**src/rtl/core/tla_ram.sv**
```systemverilog
// generic single-write, single-read synchronous ram with registered read
// depends on nothing
module tla_ram #(
   parameter int WIDTH = 8,
   parameter int DEPTH = 4
) (
   input  logic                                      clock,
   input  logic                                      wr_en,
   input  logic [((DEPTH > 1) ? $clog2(DEPTH) : 1)-1:0] wr_addr,
   input  logic [WIDTH-1:0]                          wr_data,
   input  logic [((DEPTH > 1) ? $clog2(DEPTH) : 1)-1:0] rd_addr,
   output logic [WIDTH-1:0]                          rd_data
);
   logic [WIDTH-1:0] mem [DEPTH];

   always_ff @(posedge clock) begin
      if (wr_en) begin
         mem[wr_addr] <= wr_data;
      end
      rd_data <= mem[rd_addr];
   end
endmodule
```
**config.mk**
```make
export PLATFORM = sky130hd
export DESIGN_NAME = tla_ram
export DESIGN_NICKNAME = d
export VERILOG_FILES = /design/src/rtl/core/tla_ram.sv
export SDC_FILE = /design/constraint.sdc
export NUM_CORES = 1
export LEC_CHECK = 0
export BUFFER_PORTS_ARGS = -buffer_cell sky130_fd_sc_hd__buf_2
export CORE_MARGIN = 2
export CORE_UTILIZATION = 50
export CTS_BUF_LIST = sky130_fd_sc_hd__clkbuf_8
export CTS_CLUSTER_DIAMETER = 150
export DETAILED_ROUTE_END_ITERATION = 12
export PLACE_DENSITY = 0.77
export SLEW_MARGIN = 40
export SYNTH_ARGS = -nofsm -noshare
export SYNTH_HDL_FRONTEND = slang
export SYNTH_SLANG_ARGS = --single-unit
```
**constraint.sdc**
```tcl
create_clock -name clock -period 2.35 [get_ports clock]
set_clock_uncertainty 0.2 [all_clocks]
set_input_delay 0.705 -clock clock [delete_from_list [all_inputs] [get_ports clock]]
set_output_delay 0.705 -clock clock [all_outputs]
set_load 0.02 [all_outputs]
```
======== Word level (Yosys, flattened, before mapping) ========
Memories as Yosys holds them, arrays and structs flattened. A register that Yosys moved wholly into a read port is not among the register bits.
Index checks and enable logic that the tools add are counted.
storage, ports and cells
  flip-flop bits (word level) ............. 0
  bits in latches ......................... 0
  memory bits (writable) .................. 32
  bits in read-only memories .............. 0
  output and inout bits ................... 8
  memories ................................ 1
memory list
  name  words  bits a word  rd ports  clocked after Yosys merged registers in  wr ports  RTL line  source
  mem   4      8            1         1                                        1         14        logic [WIDTH-1:0] mem [DEPTH];
operators by class
  add/subtract/negate cells ............... 0
  multiply operators ...................... 0
  div/mod/pow operators ................... 0
  $lt $le $gt $ge ......................... 0
  eq/ne operators ......................... 0
  shift-type cells ........................ 0
  multiplexer cells ....................... 2
  bitwise operators ....................... 0
  reductions and logical operators ........ 0
operators by type and width
  kind    count
  $mux 1  2

======== Longest topological paths before layout ========
  word-level depth ........................ 2
  mapped depth ............................ 2
  depth with buffers taken out ............ 1

======== Worst setup path before layout ========
OpenSTA, ideal clock, no wires.
  kind .................................... input to register
  start ................................... input port wr_addr[0] (netlist name)
  end ..................................... memory mem[0][0], enable pin
  arrival time ............................ 1.384 ns
  required time ........................... 1.765 ns
  setup slack ............................. 0.381 ns
  stages .................................. 1
  path through ............................ nor3b_1
RTL lines
  item         RTL line  source
  from (decl)  9         input logic [((DEPTH > 1) ? $clog2(DEPTH) : 1)-1:0] wr_addr,
  to (decl)    14
Straight into the memory's write port.

======== Final worst setup path ========
  start ................................... register rd_data[3] (read register of mem)
  end ..................................... output port rd_data[3]
RTL lines
  item         RTL line  source
  from (decl)  12        output logic [WIDTH-1:0] rd_data
No word-level cell between the ends.

==> results.cfg <==
[global_routing]
grt_pass1_wl_um = 3060
grt_util_all_layers = 0.149
grt_max_degree = 13
grt_pass1_vias = 622
globalRouteOverflowTotal = 0
grt_antenna_before_repair = 0

[detailed_routing]
wl_per_cell_um = 17.7
dr.pass1.iters = 4
drc = 0
routed_via_density = 5.34
drtIter0Drc = 17
vias = 598
wl_um = 1980
antenna_left = 0

[sta]
hold_viol_final = 0
max_clock_freq_ghz = 0.598
rsz0062_at_grt = false
fin_crit_sh = 0.711
setup_viol = 0
final-max-slew-violation-count = 0
fin_crit_ns = 1.67
tightest_slew_ns = 0.414
setup_tns_ns = 0
whs_ns = 0.353
slew_headroom = 0.724

[layout]
layout_commonest_cell = edfxtp_1
final_area_sq_um = 1590
mostFrequentLayoutCells = 32 x edfxtp_1, 21 x buf_2, 8 x mux4_2, 8 x dfxtp_1, 5 x clkbuf_8
fill_cells = 192
syn2layout_area_growth_pct = 17.9
diodes = 0
nNetsFinal = 95
drive_gt1_frac = 0.451

[cts]
cts_tree = done
cts_setup_buffers = 0
cts.sinks = 40
cts_resized = 0
clk_latency_ns = 0.28
cts_hold_repair.buffers = 0
cts_buffers = 5
clk_pin_slew_ns = 0.07
ctsHtreeMaxLevel = 2
root_buffer = clkbuf_8
cts_buffer_depth = 2

[floorplanning]
num_rows = 18
die_area_sq_um = 3130
initial_core_util = 0.535
die_h_um = 55.9
io_pins = 22
die_w_um = 55.9
core_area_sq_um = 2520

[critical_path]
arrival_ns = 0.77
critical-path-top-delay-family = flip-flops
worstSetupPathType = flop to primary output
r2r_cells = 1
crit_path_max_fanout = 1
critical_path.cell_chain = buf_2
rr_endpoint = rd_data[4]$_DFF_P_
cp-start-kind = flop
endpoint_kind = primary output
crit_buf_inv = 1
slowest_stage = dfxtp_1
cp.required_ns = 1.44
r2r_start = mem[3][4]$_DFFE_PP_
slowest_delay_ns = 0.32
r2r_setup_slack_ns = 1.11

[min_path]
hp-class = flop to flop
hold_depth = 1
worst_hold_path.endpoint = rd_data[2]$_DFF_P_
min-delay-start = mem[2][2]$_DFFE_PP_

[logic_synthesis]
syn_inst = 54
syn_avg_cell_area_sq_um = 25.0
yosysTopAreaCell = edfxtp_1
synthTopCellsByArea = edfxtp_1 71%, mux4_2 13%, dfxtp_1 12%
synth_seq_cells = 40
netlist.area_leader.share = 0.712
synth_nets = 68
ys_seq_area_frac = 0.831
ys_warn_count = 0
syn-cell-area_sq_um = 1350
synth_cell_types = 8

[pwr]
power.density_nw_per_um2 = 898
ir_drop_uv = 689
power_leakage_uw = 0.000581

[place]
dpl_cell_area_sq_um = 1480
dpl.hpwl_um = 1400
gp_congestion = 0.611
io_buffer_count = 21

[flow_run]
maxCapViolations = 0

[outcome]
status = completed
[worst max path at each step]
stage	cells after the start	start	end
floorplan	1	wr_addr[0]	mem[0][0]$_DFFE_PP_
global placement	2	rd_addr[0]	rd_data[5]$_DFF_P_
detailed placement	2	rd_addr[0]	rd_data[4]$_DFF_P_
CTS	1	rd_data[3]$_DFF_P_	rd_data[3]
global route	1	rd_data[3]$_DFF_P_	rd_data[3]
finish	1	rd_data[3]$_DFF_P_	rd_data[3]
[sequential cells by signal, indices dropped and copies added (netlist names)]
name     cells
mem         32
rd_data      8
[cell type report]
class	instances	area, sq um	share of cell area
tap	30	37.5	0.0236
multi-input combinational	12	211	0.133
timing repair buffer	22	113	0.0708
clock inverter	3	38.8	0.0244
sequential	40	1120	0.705
clock buffer	5	68.8	0.0433
[kinds of logic (layout without fill, tap and decap cells)]
group | after synthesis | after routing | synth area share
simple gates | 4 | 4 | 0.0232
buf+inv | 2 | 30 | 0.0121
flops | 40 | 40 | 0.831
mux | 8 | 8 | 0.134
[power by group]
group	internal, uW	total [uW]	switching [uW]
sequential	807	817	10.1
clock	310	522	212
combinational	39.4	88.9	49.5
[synthesized netlist by cell type]
library cell and number:
and3_1 1, and3b_1 2, buf_6 1, clkbuf_2 1, dfxtp_1 8, edfxtp_1 32
mux4_2 8, nor3b_1 1
[layer usage]
layer	routed length (um)	track usage	up-vias
met5	0	0	-
met4	63	0.0680	0
met3	136	0.0860	7
met2	1010	0.252	21
met1	774	0.147	294
li1	-	-	276
[metrics by stage]
step           setup slack, ns  cells   util  total power [uW]
6_report                 0.679    112  0.630              1430
5_1_grt                  0.638    112  0.630              1480
4_1_cts                  0.675    112  0.630              1440
3_5_place_dp             0.424    104  0.588               925
3_3_place_gp             0.504    104  0.588               916
2_1_floorplan            0.381     54      -               884
(Power assumes the default switching activity.)
